`src/sv/ttcw_pkg.sv`:
```
`timescale 1ns / 1ps

package ttcw_pkg;

  // Command codes on the request channel
  localparam logic CMD_SEND = 1'b0;
  localparam logic CMD_ACK  = 1'b1;

  // Result kinds on the response channel
  localparam logic KIND_SEND = 1'b0;
  localparam logic KIND_ACK  = 1'b1;

  // Configuration register indexes
  localparam int unsigned CFG_IDX_W = 1;
  localparam logic [CFG_IDX_W-1:0] REG_TOTAL_PACKETS    = 1'b0;
  localparam logic [CFG_IDX_W-1:0] REG_INITIAL_SSTHRESH = 1'b1;
  localparam int unsigned CFG_DATA_W = 16;

  // Field widths
  localparam int unsigned SEQ_W    = 16;
  localparam int unsigned WINOUT_W = 7;

  // Reset values of the configuration registers
  localparam logic [SEQ_W-1:0]    TOTAL_PACKETS_RST    = 16'd50;
  localparam logic [WINOUT_W-1:0] INITIAL_SSTHRESH_RST = 7'd8;

  // A send round emits at most this many packets
  localparam int unsigned RESULT_CAP = 64;
  localparam int unsigned REM_W      = 7;

  // Duplicate acknowledgement counter
  localparam logic [2:0] DUP_TRIGGER = 3'd3;
  localparam logic [2:0] DUP_MAX     = 3'd4;

  typedef struct packed {
    logic             cmd;
    logic [SEQ_W-1:0] ack_seq;
  } req_item_t;

  typedef struct packed {
    logic                kind;
    logic [SEQ_W-1:0]    seq_num;
    logic                is_resend;
    logic [WINOUT_W-1:0] window;
    logic [WINOUT_W-1:0] threshold;
    logic                triple_dup;
    logic                loss_flag;
    logic                all_sent;
    logic                last;
  } rsp_item_t;

  typedef enum logic {
    OP_SEND,
    OP_ACK
  } op_t;

  typedef struct packed {
    op_t              op;
    logic [SEQ_W-1:0] ack_seq;
  } cmd_entry_t;

  typedef struct packed {
    logic             valid;
    op_t              op;
    logic [SEQ_W-1:0] ack_seq;
  } queue_head_t;

  typedef struct packed {
    logic [SEQ_W-1:0]    total_packets;
    logic [WINOUT_W-1:0] initial_ssthresh;
  } cfg_t;

endpackage

```
`src/sv/ttcw_stream_if.sv`:
```
`timescale 1ns / 1ps

interface ttcw_stream_if #(
  parameter type payload_t = logic
);
  logic     valid;
  logic     ready;
  payload_t data;

  modport source (output valid, output data, input ready);
  modport sink   (input valid, input data, output ready);
endinterface

```
`src/sv/ttcw_front.sv`:
```
`timescale 1ns / 1ps

module ttcw_front
  import ttcw_pkg::*;
(
  input  logic        clk,
  input  logic        rst,
  ttcw_stream_if.sink req,
  output queue_head_t head,
  input  logic        pop
);

  cmd_entry_t q [2];
  logic       wr_ptr;
  logic       rd_ptr;
  logic [1:0] cnt;
  logic       push;
  cmd_entry_t entry;

  // Accept while the queue has room
  assign req.ready = (cnt != 2'd2);
  assign push      = req.valid && req.ready;

  // Classify the incoming command
  always_comb begin
    entry.op      = (req.data.cmd == CMD_ACK) ? OP_ACK : OP_SEND;
    entry.ack_seq = req.data.ack_seq;
  end

  // Present the oldest entry
  assign head.valid   = (cnt != 2'd0);
  assign head.op      = q[rd_ptr].op;
  assign head.ack_seq = q[rd_ptr].ack_seq;

  // Store the entry on a transfer
  always_ff @(posedge clk) begin
    if (push) begin
      q[wr_ptr] <= entry;
    end
  end

  // Advance pointers and occupancy
  always_ff @(posedge clk) begin
    if (rst) begin
      wr_ptr <= 1'b0;
      rd_ptr <= 1'b0;
      cnt    <= 2'd0;
    end else begin
      if (push) wr_ptr <= ~wr_ptr;
      if (pop)  rd_ptr <= ~rd_ptr;
      unique case ({push, pop})
        2'b10:   cnt <= cnt + 2'd1;
        2'b01:   cnt <= cnt - 2'd1;
        default: cnt <= cnt;
      endcase
    end
  end

endmodule

```
`src/sv/ttcw_back.sv`:
```
`timescale 1ns / 1ps

module ttcw_back
  import ttcw_pkg::*;
#(
  parameter int unsigned MAX_WINDOW = 64
) (
  input  logic          clk,
  input  logic          rst,
  input  cfg_t          cfg,
  input  queue_head_t   head,
  output logic          pop,
  ttcw_stream_if.source rsp
);

  localparam int unsigned WIN_W = $clog2(MAX_WINDOW + 1);
  localparam int unsigned TH_W  = (WIN_W > WINOUT_W) ? WIN_W : WINOUT_W;
  localparam logic [WIN_W-1:0] WIN_MAX = WIN_W'(MAX_WINDOW);
  localparam logic [WIN_W-1:0] WIN_ONE = WIN_W'(1);

  typedef enum logic {
    S_IDLE,
    S_SEND
  } state_t;

  state_t             state, state_next;
  logic [WIN_W-1:0]   cwnd, cwnd_next;
  logic [WIN_W-1:0]   ssthresh, ssthresh_next;
  logic               ssthresh_set, ssthresh_set_next;
  logic [SEQ_W-1:0]   sent_count, sent_count_next;
  logic               loss_pending, loss_pending_next;
  logic [SEQ_W-1:0]   loss_seq, loss_seq_next;
  logic [SEQ_W-1:0]   prev_ack, prev_ack_next;
  logic               prev_valid, prev_valid_next;
  logic [2:0]         dup_count, dup_count_next;
  logic [WIN_W-1:0]   ack_count, ack_count_next;
  logic [REM_W-1:0]   rem, rem_next;
  logic               out_valid_next;
  rsp_item_t          out_next;

  logic               out_free;
  logic               load;
  logic [TH_W-1:0]    eff_cur;
  logic [TH_W-1:0]    eff_new;
  logic [TH_W-1:0]    cwnd_ext;
  logic [REM_W-1:0]   rem_start;
  logic               ack_match;
  logic [2:0]         dup_upd;
  logic               trip;
  logic [WIN_W-1:0]   ack_inc;
  logic               done;
  logic [WIN_W:0]     grow;
  logic [SEQ_W-1:0]   sent_after;

  assign out_free  = !rsp.valid || rsp.ready;
  assign eff_cur   = ssthresh_set ? TH_W'(ssthresh) : TH_W'(cfg.initial_ssthresh);
  assign cwnd_ext  = TH_W'(cwnd);
  assign rem_start = (cwnd_ext > TH_W'(RESULT_CAP)) ? REM_W'(RESULT_CAP) : REM_W'(cwnd_ext);

  // Sequence commands and compute the next window state
  always_comb begin
    state_next        = state;
    cwnd_next         = cwnd;
    ssthresh_next     = ssthresh;
    ssthresh_set_next = ssthresh_set;
    sent_count_next   = sent_count;
    loss_pending_next = loss_pending;
    loss_seq_next     = loss_seq;
    prev_ack_next     = prev_ack;
    prev_valid_next   = prev_valid;
    dup_count_next    = dup_count;
    ack_count_next    = ack_count;
    rem_next          = rem;
    out_next          = rsp.data;
    load              = 1'b0;
    pop               = 1'b0;
    ack_match         = prev_valid && (prev_ack == head.ack_seq);
    dup_upd           = ack_match ? ((dup_count >= DUP_MAX) ? DUP_MAX : dup_count + 3'd1)
                                  : 3'd1;
    trip              = (dup_upd == DUP_TRIGGER);
    ack_inc           = ack_count + WIN_ONE;
    done              = (ack_inc >= cwnd);
    eff_new           = eff_cur;
    grow              = '0;
    sent_after        = sent_count;

    unique case (state)
      S_IDLE: begin
        if (head.valid && out_free) begin
          pop = 1'b1;
          if (head.op == OP_ACK) begin
            // Track duplicates; the third equal one marks a loss
            if (trip) begin
              ssthresh_next     = cwnd >> 1;
              ssthresh_set_next = 1'b1;
              loss_seq_next     = head.ack_seq;
              loss_pending_next = 1'b1;
            end
            eff_new = ssthresh_set_next ? TH_W'(ssthresh_next) : TH_W'(cfg.initial_ssthresh);
            if (done) begin
              // Apply the window rule at the end of the round
              if (dup_upd < DUP_TRIGGER) begin
                grow = (cwnd_ext >= eff_new) ? ({1'b0, cwnd} + (WIN_W+1)'(1))
                                             : {cwnd, 1'b0};
                cwnd_next = (grow > {1'b0, WIN_MAX}) ? WIN_MAX : grow[WIN_W-1:0];
                if ({1'b0, sent_count} != ({1'b0, head.ack_seq} + 17'd1)) begin
                  loss_seq_next     = head.ack_seq;
                  loss_pending_next = 1'b1;
                end
              end else begin
                cwnd_next = WIN_ONE;
              end
              ack_count_next  = '0;
              dup_count_next  = '0;
              prev_valid_next = 1'b0;
            end else begin
              ack_count_next  = ack_inc;
              dup_count_next  = dup_upd;
              prev_valid_next = 1'b1;
            end
            prev_ack_next       = head.ack_seq;
            load                = 1'b1;
            out_next.kind       = KIND_ACK;
            out_next.seq_num    = head.ack_seq;
            out_next.is_resend  = 1'b0;
            out_next.window     = WINOUT_W'(cwnd_next);
            out_next.threshold  = WINOUT_W'(eff_new);
            out_next.triple_dup = trip;
            out_next.loss_flag  = loss_pending_next;
            out_next.all_sent   = (sent_count >= cfg.total_packets);
            out_next.last       = done;
          end else if (loss_pending || (sent_count < cfg.total_packets)) begin
            // Start a send round; nothing to send drops the command
            rem_next   = rem_start;
            state_next = S_SEND;
          end
        end
      end
      S_SEND: begin
        if (out_free) begin
          // Emit the resend first, then new sequence numbers
          load = 1'b1;
          if (loss_pending) begin
            loss_pending_next  = 1'b0;
            out_next.seq_num   = loss_seq;
            out_next.is_resend = 1'b1;
          end else begin
            sent_after         = sent_count + 16'd1;
            sent_count_next    = sent_after;
            out_next.seq_num   = sent_count;
            out_next.is_resend = 1'b0;
          end
          rem_next            = rem - REM_W'(1);
          out_next.kind       = KIND_SEND;
          out_next.window     = WINOUT_W'(cwnd);
          out_next.threshold  = WINOUT_W'(eff_cur);
          out_next.triple_dup = 1'b0;
          out_next.loss_flag  = 1'b0;
          out_next.all_sent   = (sent_after >= cfg.total_packets);
          out_next.last       = (rem == REM_W'(1)) || (sent_after >= cfg.total_packets);
          if (out_next.last) begin
            state_next = S_IDLE;
          end
        end
      end
    endcase

    out_valid_next = load ? 1'b1 : (rsp.ready ? 1'b0 : rsp.valid);
  end

  // Hold state and the output register
  always_ff @(posedge clk) begin
    if (rst) begin
      state        <= S_IDLE;
      cwnd         <= WIN_ONE;
      ssthresh     <= '0;
      ssthresh_set <= 1'b0;
      sent_count   <= '0;
      loss_pending <= 1'b0;
      loss_seq     <= '0;
      prev_ack     <= '0;
      prev_valid   <= 1'b0;
      dup_count    <= '0;
      ack_count    <= '0;
      rem          <= '0;
      rsp.valid    <= 1'b0;
    end else begin
      state        <= state_next;
      cwnd         <= cwnd_next;
      ssthresh     <= ssthresh_next;
      ssthresh_set <= ssthresh_set_next;
      sent_count   <= sent_count_next;
      loss_pending <= loss_pending_next;
      loss_seq     <= loss_seq_next;
      prev_ack     <= prev_ack_next;
      prev_valid   <= prev_valid_next;
      dup_count    <= dup_count_next;
      ack_count    <= ack_count_next;
      rem          <= rem_next;
      rsp.valid    <= out_valid_next;
    end
    if (load) begin
      rsp.data <= out_next;
    end
  end

  // Window stays within one and the maximum
  a_cwnd_range: assert property (@(posedge clk) disable iff (rst)
    (cwnd != '0) && (cwnd <= WIN_MAX))
    else $error("congestion window out of range");

  // An acknowledgement round always closes before reaching the window
  a_ack_count: assert property (@(posedge clk) disable iff (rst)
    ack_count < cwnd)
    else $error("acknowledgement count reached window");

  // A running send round has packets left to emit
  a_send_rem: assert property (@(posedge clk) disable iff (rst)
    (state == S_SEND) |-> (rem != '0))
    else $error("send round with nothing left");

  // A triple duplicate always leaves a resend pending
  a_trip_loss: assert property (@(posedge clk) disable iff (rst)
    (rsp.valid && rsp.data.triple_dup) |-> rsp.data.loss_flag)
    else $error("triple duplicate without pending loss");

  // Sends never leave a loss pending
  a_send_noloss: assert property (@(posedge clk) disable iff (rst)
    $rose(rsp.valid) && (rsp.data.kind == KIND_SEND) |-> !rsp.data.loss_flag)
    else $error("send result with pending loss");

endmodule

```
`src/sv/tcp_tahoe_congestion_window.sv`:
```
`timescale 1ns / 1ps

// Congestion window controller for a Tahoe-style sender. Commands enter on req:
// cmd 0 opens a send round, cmd 1 delivers one acknowledgement. A send round
// emits up to min(window, 64) packets, one per cycle while the output is free, a
// pending retransmission first, and stops early once the packet budget is used
// up; it emits nothing when there is neither a resend nor a new packet left. An
// acknowledgement yields one status result. Throughput is set by the single
// back-end sequencer that owns the window state and produces one result per
// cycle, when the one-deep output register is free; a two-entry command queue
// in front keeps accepting while it has room. The user must write registers
// total_packets (index 0) and initial_ssthresh (index 1) through
// cfg_we/cfg_idx/cfg_wdata only while the block is idle; it does not enforce this.

module tcp_tahoe_congestion_window
  import ttcw_pkg::*;
#(
  parameter int unsigned MAX_WINDOW = 64
) (
  input  logic                  clk,
  input  logic                  rst,
  input  logic                  cfg_we,
  input  logic [CFG_IDX_W-1:0]  cfg_idx,
  input  logic [CFG_DATA_W-1:0] cfg_wdata,
  ttcw_stream_if.sink           req,
  ttcw_stream_if.source         rsp
);

  cfg_t        cfg;
  queue_head_t head;
  logic        pop;

  // Write configuration registers
  always_ff @(posedge clk) begin
    if (rst) begin
      cfg.total_packets    <= TOTAL_PACKETS_RST;
      cfg.initial_ssthresh <= INITIAL_SSTHRESH_RST;
    end else if (cfg_we) begin
      unique case (cfg_idx)
        REG_TOTAL_PACKETS:    cfg.total_packets    <= cfg_wdata[SEQ_W-1:0];
        REG_INITIAL_SSTHRESH: cfg.initial_ssthresh <= cfg_wdata[WINOUT_W-1:0];
        default:              cfg                  <= cfg;
      endcase
    end
  end

  ttcw_front u_front (
    .clk  (clk),
    .rst  (rst),
    .req  (req),
    .head (head),
    .pop  (pop)
  );

  ttcw_back #(
    .MAX_WINDOW (MAX_WINDOW)
  ) u_back (
    .clk  (clk),
    .rst  (rst),
    .cfg  (cfg),
    .head (head),
    .pop  (pop),
    .rsp  (rsp)
  );

endmodule

```
`src/flat_wrapper.sv`:
```
// flat-port wrapper written by rule: the top's interface ports become plain ports
module tcp_tahoe_congestion_window_flat import ttcw_pkg::*;
#(
  parameter int unsigned MAX_WINDOW = 64
)
  (clk, rst, cfg_we, cfg_idx, cfg_wdata, req_valid, req_data, req_ready, rsp_valid, rsp_data, rsp_ready);
  ttcw_stream_if #(.payload_t(req_item_t)) req_i ();
  ttcw_stream_if #(.payload_t(rsp_item_t)) rsp_i ();
  input  logic clk;
  input  logic rst;
  input  logic cfg_we;
  input  logic [CFG_IDX_W-1:0] cfg_idx;
  input  logic [CFG_DATA_W-1:0] cfg_wdata;
  input wire logic [$bits(req_i.valid)-1:0] req_valid;
  input wire logic [$bits(req_i.data)-1:0] req_data;
  output wire logic [$bits(req_i.ready)-1:0] req_ready;
  output wire logic [$bits(rsp_i.valid)-1:0] rsp_valid;
  output wire logic [$bits(rsp_i.data)-1:0] rsp_data;
  input wire logic [$bits(rsp_i.ready)-1:0] rsp_ready;
  assign req_i.valid = req_valid;
  assign req_i.data = req_data;
  assign req_ready = req_i.ready;
  assign rsp_valid = rsp_i.valid;
  assign rsp_data = rsp_i.data;
  assign rsp_i.ready = rsp_ready;
  tcp_tahoe_congestion_window #(.MAX_WINDOW(MAX_WINDOW)) u_core (.clk(clk), .rst(rst), .cfg_we(cfg_we), .cfg_idx(cfg_idx), .cfg_wdata(cfg_wdata), .req(req_i), .rsp(rsp_i));
endmodule
```
`config.mk`:
```
export PLATFORM = sky130hd
export DESIGN_NAME = tcp_tahoe_congestion_window_flat
export DESIGN_NICKNAME = d
export VERILOG_FILES = /design/src/sv/ttcw_pkg.sv /design/src/sv/ttcw_stream_if.sv /design/src/sv/ttcw_front.sv /design/src/sv/ttcw_back.sv /design/src/sv/tcp_tahoe_congestion_window.sv /design/src/flat_wrapper.sv
export SDC_FILE = /design/constraint.sdc
export NUM_CORES = 1
export LEC_CHECK = 0
export ABC_AREA = 1
export BUFFER_PORTS_ARGS = -buffer_cell sky130_fd_sc_hd__buf_4
export CORE_ASPECT_RATIO = 0.5
export CORE_UTILIZATION = 40
export CTS_CLUSTER_DIAMETER = 30
export DETAILED_ROUTE_END_ITERATION = 10
export SLEW_MARGIN = 20
export SYNTH_ARGS = -nofsm -noshare
export SYNTH_HDL_FRONTEND = slang
export SYNTH_SLANG_ARGS = --single-unit
```
`constraint.sdc`:
```
create_clock -name clk -period 4.3 [get_ports clk]
set_input_delay 0.43 -clock clk [delete_from_list [all_inputs] [get_ports clk]]
set_output_delay 0.43 -clock clk [all_outputs]
set_load 0.01 [all_outputs]
```
# Word-level counts from Yosys, hierarchy flattened
# Memories as Yosys holds them, arrays and structs flattened. A register that Yosys moved wholly into a read port is not among the register bits.
# Cells that the tools add are included.
[totals]
out_inout_bits = 38
mem_count = 1
rom_bits = 0
in_bits = 39
register_bits = 147
ram_bits = 34
latchBits = 0
[classes]
bitwise = 4
addsub = 8
n_eq_ne = 12
n_reduce_logical = 17
shift = 0
div_mod_pow = 0
mux = 65
order_cmp = 9
multipliers = 0
[mem_list]
columns = ["name", "words", "width", "rd", "rd_clocked_by_memory_dff", "write_ports", "line", "source"]
rows = [
  ["u_core.u_front.q", 2, 17, 1, 1, 1, "ttcw_front.sv:13", "cmd_entry_t q [2];"],
]
[ops]
columns = ["operator", "n"]
rows = [
  ["$mux W16", 7],
  ["$mux W36", 3],
  ["$mux W7", 15],
  ["$pmux W36 S2", 1],
  ["$ge A16 B16 Y1", 2],
  ["$mux W1", 29],
  ["$add A16 B1 Y17 const B", 1],
  ["$mux W17", 1],
  ["$ne A16 B17 Y1", 1],
  ["$add A16 B1 Y16 const B", 1],
  ["$eq A16 B16 Y1", 1],
  ["$lt A16 B16 Y1", 1],
  ["$ge A7 B7 Y1", 2],
  ["$pmux W7 S2", 1],
  ["$mux W3", 3],
  ["$add A7 B1 Y8 const B", 1],
  ["$gt A8 B7 Y1 const B", 1],
  ["$mux W8", 1],
  ["$ne A2 B2 Y1 const B", 4],
  ["$reduce_and A4 Y1", 2],
  ["$add A7 B1 Y7 const B", 1],
  ["$eq A7 B1 Y1 const B", 1],
  ["$gt A7 B7 Y1 const B", 1],
  ["$sub A7 B1 Y7 const B", 1],
  ["18 further kinds", 33],
]

# Longest topological paths before layout
[logic_depth]
depth_word = 18
depth_mapped = 31

# By module
# A second synthesis with hierarchy kept.
[unflattened]
cells_unflattened = 1387
hier_area_um2 = 10381.2
[modules_own_cells]
columns = ["module", "seq_area_each_um2", "instances", "area_each_um2", "cells_each"]
rows = [
  ["ttcw_back", 2762.6, 1, 7942.6, 1170],
  ["ttcw_front", 1121.1, 1, 1512.7, 86],
  ["tcp_tahoe_congestion_window", 460.4, 1, 925.9, 131],
]

# Worst setup path before layout
# No wires, ideal clock.
[synth_timing]
kind = "register to register"
startpoint = "reg with a tool-made name"
endpoint = "reg, netlist name u_core.u_back.rsp.data[15]"
path_stages_with_launch = 30
arrival_ns = 3.575
n_path_buf = 4
path_slack_ns = 0.573
required_time_ns = 4.148
setup_ns = 0.152
synth_period_minus_slack_ns = 3.727
path_cell_list = "dfxtp_1 inv_2 buf_6 nand2_1 nand2_2 inv_1 nand2_1 nand2_1 nor3b_1 nand4_1 nor2_2 nand3_2 buf_2 o21ai_1 inv_1 ha_1 nand2_1 o21ai_0 nand4_1 nand3_1 clkbuf_1 nand2_1 o21ai_0 nand2_1 nor3_1 nand2_1 nand2_1 buf_2 nand4_1 o21ai_0"

==> results.md <==
- Status: complete, no violations
- DRC: 0
- CP dominant cell by count: nand2_1
- Antenna-violating nets left: 0
- Worst Path Required: 4.68 ns
- Register area: 4348 um2
- Critical Path Fanout Max: 10
- Cells after synthesis: 1341
- Crit path DAT: 4.44 ns
- Max stage delay cell, worst path: dfxtp_4
- FP Rows: 40
- DP Worst Slack: -0.1873 ns
- Pwr dens: 646.9 nW/um2
- Root buf cell: clkbuf_16
- Synthesized area: 10130 um2
- Crit Path Class: reg -> reg
- Final-stage net count: 1524
- Min Tclk post-route: 4.052 ns
- Area Overhead vs Synth: 18.70%
- Clk_lat worst skew: 0.45 ns
- CP Launch Type: register
- Largest net degree at the start of global routing: 43
- All-Layer GR Usage: 23.17%
- Buffers added on ports: 76
- ANT cells: 0
- Count of pins over their slew limit: 0
- Least-Margin Pin Slew: 0.7584 ns
- Fin. Hold Viols: 0
- Area of the die: 26000 um2
- DP HPWL: 21500 um
- Layout cells sized above 1: 14.29%
- DR iter-0 viols: 792
- Most common cell after layout, fill and taps aside: nand2_1
- # hold bufs at CTS: 0
- Critical Path End Type: register
- Ys Warns: 0
- Via Count: 9289
- H-tree levels: 4
- Wirelength per Cell: 16.65 um
- CTS max path bufs: 2
- Final setup violation count: 0
- Total power: 7.777 mW
- Top post-synthesis cells by area: dfxtp_1 (22%), edfxtp_1 (21%), nand2_1 (11%), ha_1 (6.9%), inv_1 (6.0%)
- First-pass GRT wire length: 45800 um
- Starting density of the core: 41.47%
- Yosys reg bits: 182
- Cts bufs inserted: 17
- Leak: 5.356 nW
- Yosys cell types: 46
- Die H: 114.5 um
- Clk pin slew, worst setup/hold paths: 0.07 ns
- Rel. slew slack: 48.78%
- Hold Worst Slack: 0.1610 ns
- FMAX: 246.8 MHz
- Total gr overflow: 0
- DIE WIDTH: 227.0 um
- VDD IR-drop max: 0.2877 mV
- Ports: 77
- Worst hold path type: in -> reg
- Final Cell Area: 12020 um2
- TritonCTS clock tree: yes
- TritonRoute pass-1 iters: 5
- Final worst slack: 0.2485 ns
- Placer Congestion: 0.9322
- Initial antenna violation count: 0
- Number of filler cells placed in the layout: 2431
- Worst Skew: 0.01111 ns
- Max incr delay on CP: 0.40 ns
- CORE AREA: 24420 um2
- Mapped Nets: 1436
- Routed Wire Length: 29600 um
- Mean Syn Cell Area: 7.552 um2
- Clock sink total: 182
- MaxCap Viol Count: 0
- Post-synth top area cell: dfxtp_1
- Area occupied by multi-input gates: 5114 um2
- Placed Instance Area: 11150 um2
- Yosys top cell area share: 22.14%
- DR vias/cell: 5.224
- Register area share after synthesis: 42.90%
- Number of global-route vias before repair: 8542
- Fin crit share: 94.22%
- Most frequent cells in the layout: nand2_1 (295), inv_1 (161), nor2_1 (134)
## layer usage
| layer | GRT usage (%) | share of wire, % | vias to the layer above | wire length, um |
|---|---|---|---|---|
| met5 | 0 | 0 | - | 0 |
| met1 | 33.13 | 49 | 4331 | 14610 |
| met3 | 4.054 | 5.8 | 39 | 1713 |
| met4 | 7.114 | 1.6 | 0 | 485 |
| li1 | - | - | 4623 | - |
| met2 | 35.49 | 43 | 296 | 12780 |
## cells in the mapped netlist (all sizes together)
master and instances:
nand3 73, o21ai 132, xor2 29, o211ai 4
o22ai 1, buf 9, ha 56, o21bai 1
nand3b 4, dfxtp 112, clkbuf 37, a22oi 1
nor2 142, o21a 2, o41ai 1, a41oi 1
nor3 16, inv 167, or2 2, o2111ai 1
edfxtp 70, o221ai 1, xnor2 4, a211oi 14
clkinv 2, a21oi 106, nand2 319, nand4 24
nor3b 1, nor4 3, o31ai 3, mux2i 1
a31oi 2
## what timing repair did
item	CTS	global route
pin swaps	0	8
endpoints found under the hold margin	0	0
buffers inserted	0	5
endpoints found under the setup margin	12	14
gates cloned	0	2
gates resized for setup	2	43
## critical path, delay by kind of cell (launching register included)
kind,cells,cell delay (ns)
buf+inv,4,0.53
flops,1,0.40
compound gates,5,0.75
simple gates,17,2.01
fa+ha+maj,1,0.28
## kinds of logic (layout without fill, tap and decap cells)
group / after synthesis / after routing / share of synthesized area [%]
buffers and inverters: 215 / 314 / 8.376
flip-flops: 182 / 182 / 42.90
multiplexers: 1 / 1 / 0.09884
XOR/XNOR: 33 / 33 / 2.854
AO/OA/AOI/OAI: 270 / 270 / 14.23
adder cells (fa/ha/maj): 56 / 56 / 6.919
AND/OR/NAND/NOR: 584 / 586 / 24.62
## final cells by class
type	count	area share (%)
clock inverters	12	1.457
inverters	169	5.339
multi-input cells	946	42.54
repair buffers	113	7.286
well taps	336	3.497
flip-flops and latches	182	36.17
clock buffers	20	3.716
## power breakdown
group          leakage (nW)  switching [mW]  internal [mW]  total [mW]
clock network         0.298           0.697          0.988        1.69
registers              1.57           0.285           2.32        2.61
logic                  3.48            2.32           1.16        3.48
total                  5.36            3.30           4.48        7.78
## per-stage QoR
| stage | utilization [%] | std cells | setup TNS (ns) |
|---|---|---|---|
| finish | 49.22 | 1778 | 0 |
| floorplan | - | 1341 | 0 |
| global placement | 45.64 | 1739 | -0.01506 |
| detailed placement | 45.64 | 1739 | -1.440 |
| global route | 49.22 | 1778 | -0.08457 |
| CTS | 48.24 | 1771 | 0 |
## state kept, by name, summed over array words and instances (netlist names), 2 cells and up, named ones only
name                      flops
u_core.cfg                   23
u_core.u_back.ack_count       7
u_core.u_back.cwnd            7
u_core.u_back.dup_count       3
u_core.u_back.loss_seq       16
u_core.u_back.prev_ack       16
u_core.u_back.rem             7
u_core.u_back.rsp.data       36
u_core.u_back.sent_count     16
u_core.u_back.ssthresh        7
u_core.u_front.cnt            2
u_core.u_front.q             34
## path summary, 6_finish.rpt
kind,start,end,slack (ns),cells after the start
worst max-delay path,register,u_core.u_back.cwnd[3],0.25,27
worst min-delay path,req_data[8],u_core.u_front.q[1][8],0.16,1
worst max register to register,register,u_core.u_back.cwnd[3],0.25,27
worst min register to register,u_core.u_back.ssthresh[6],u_core.u_back.ssthresh[6],0.46,2
(Power assumes the default switching activity.)
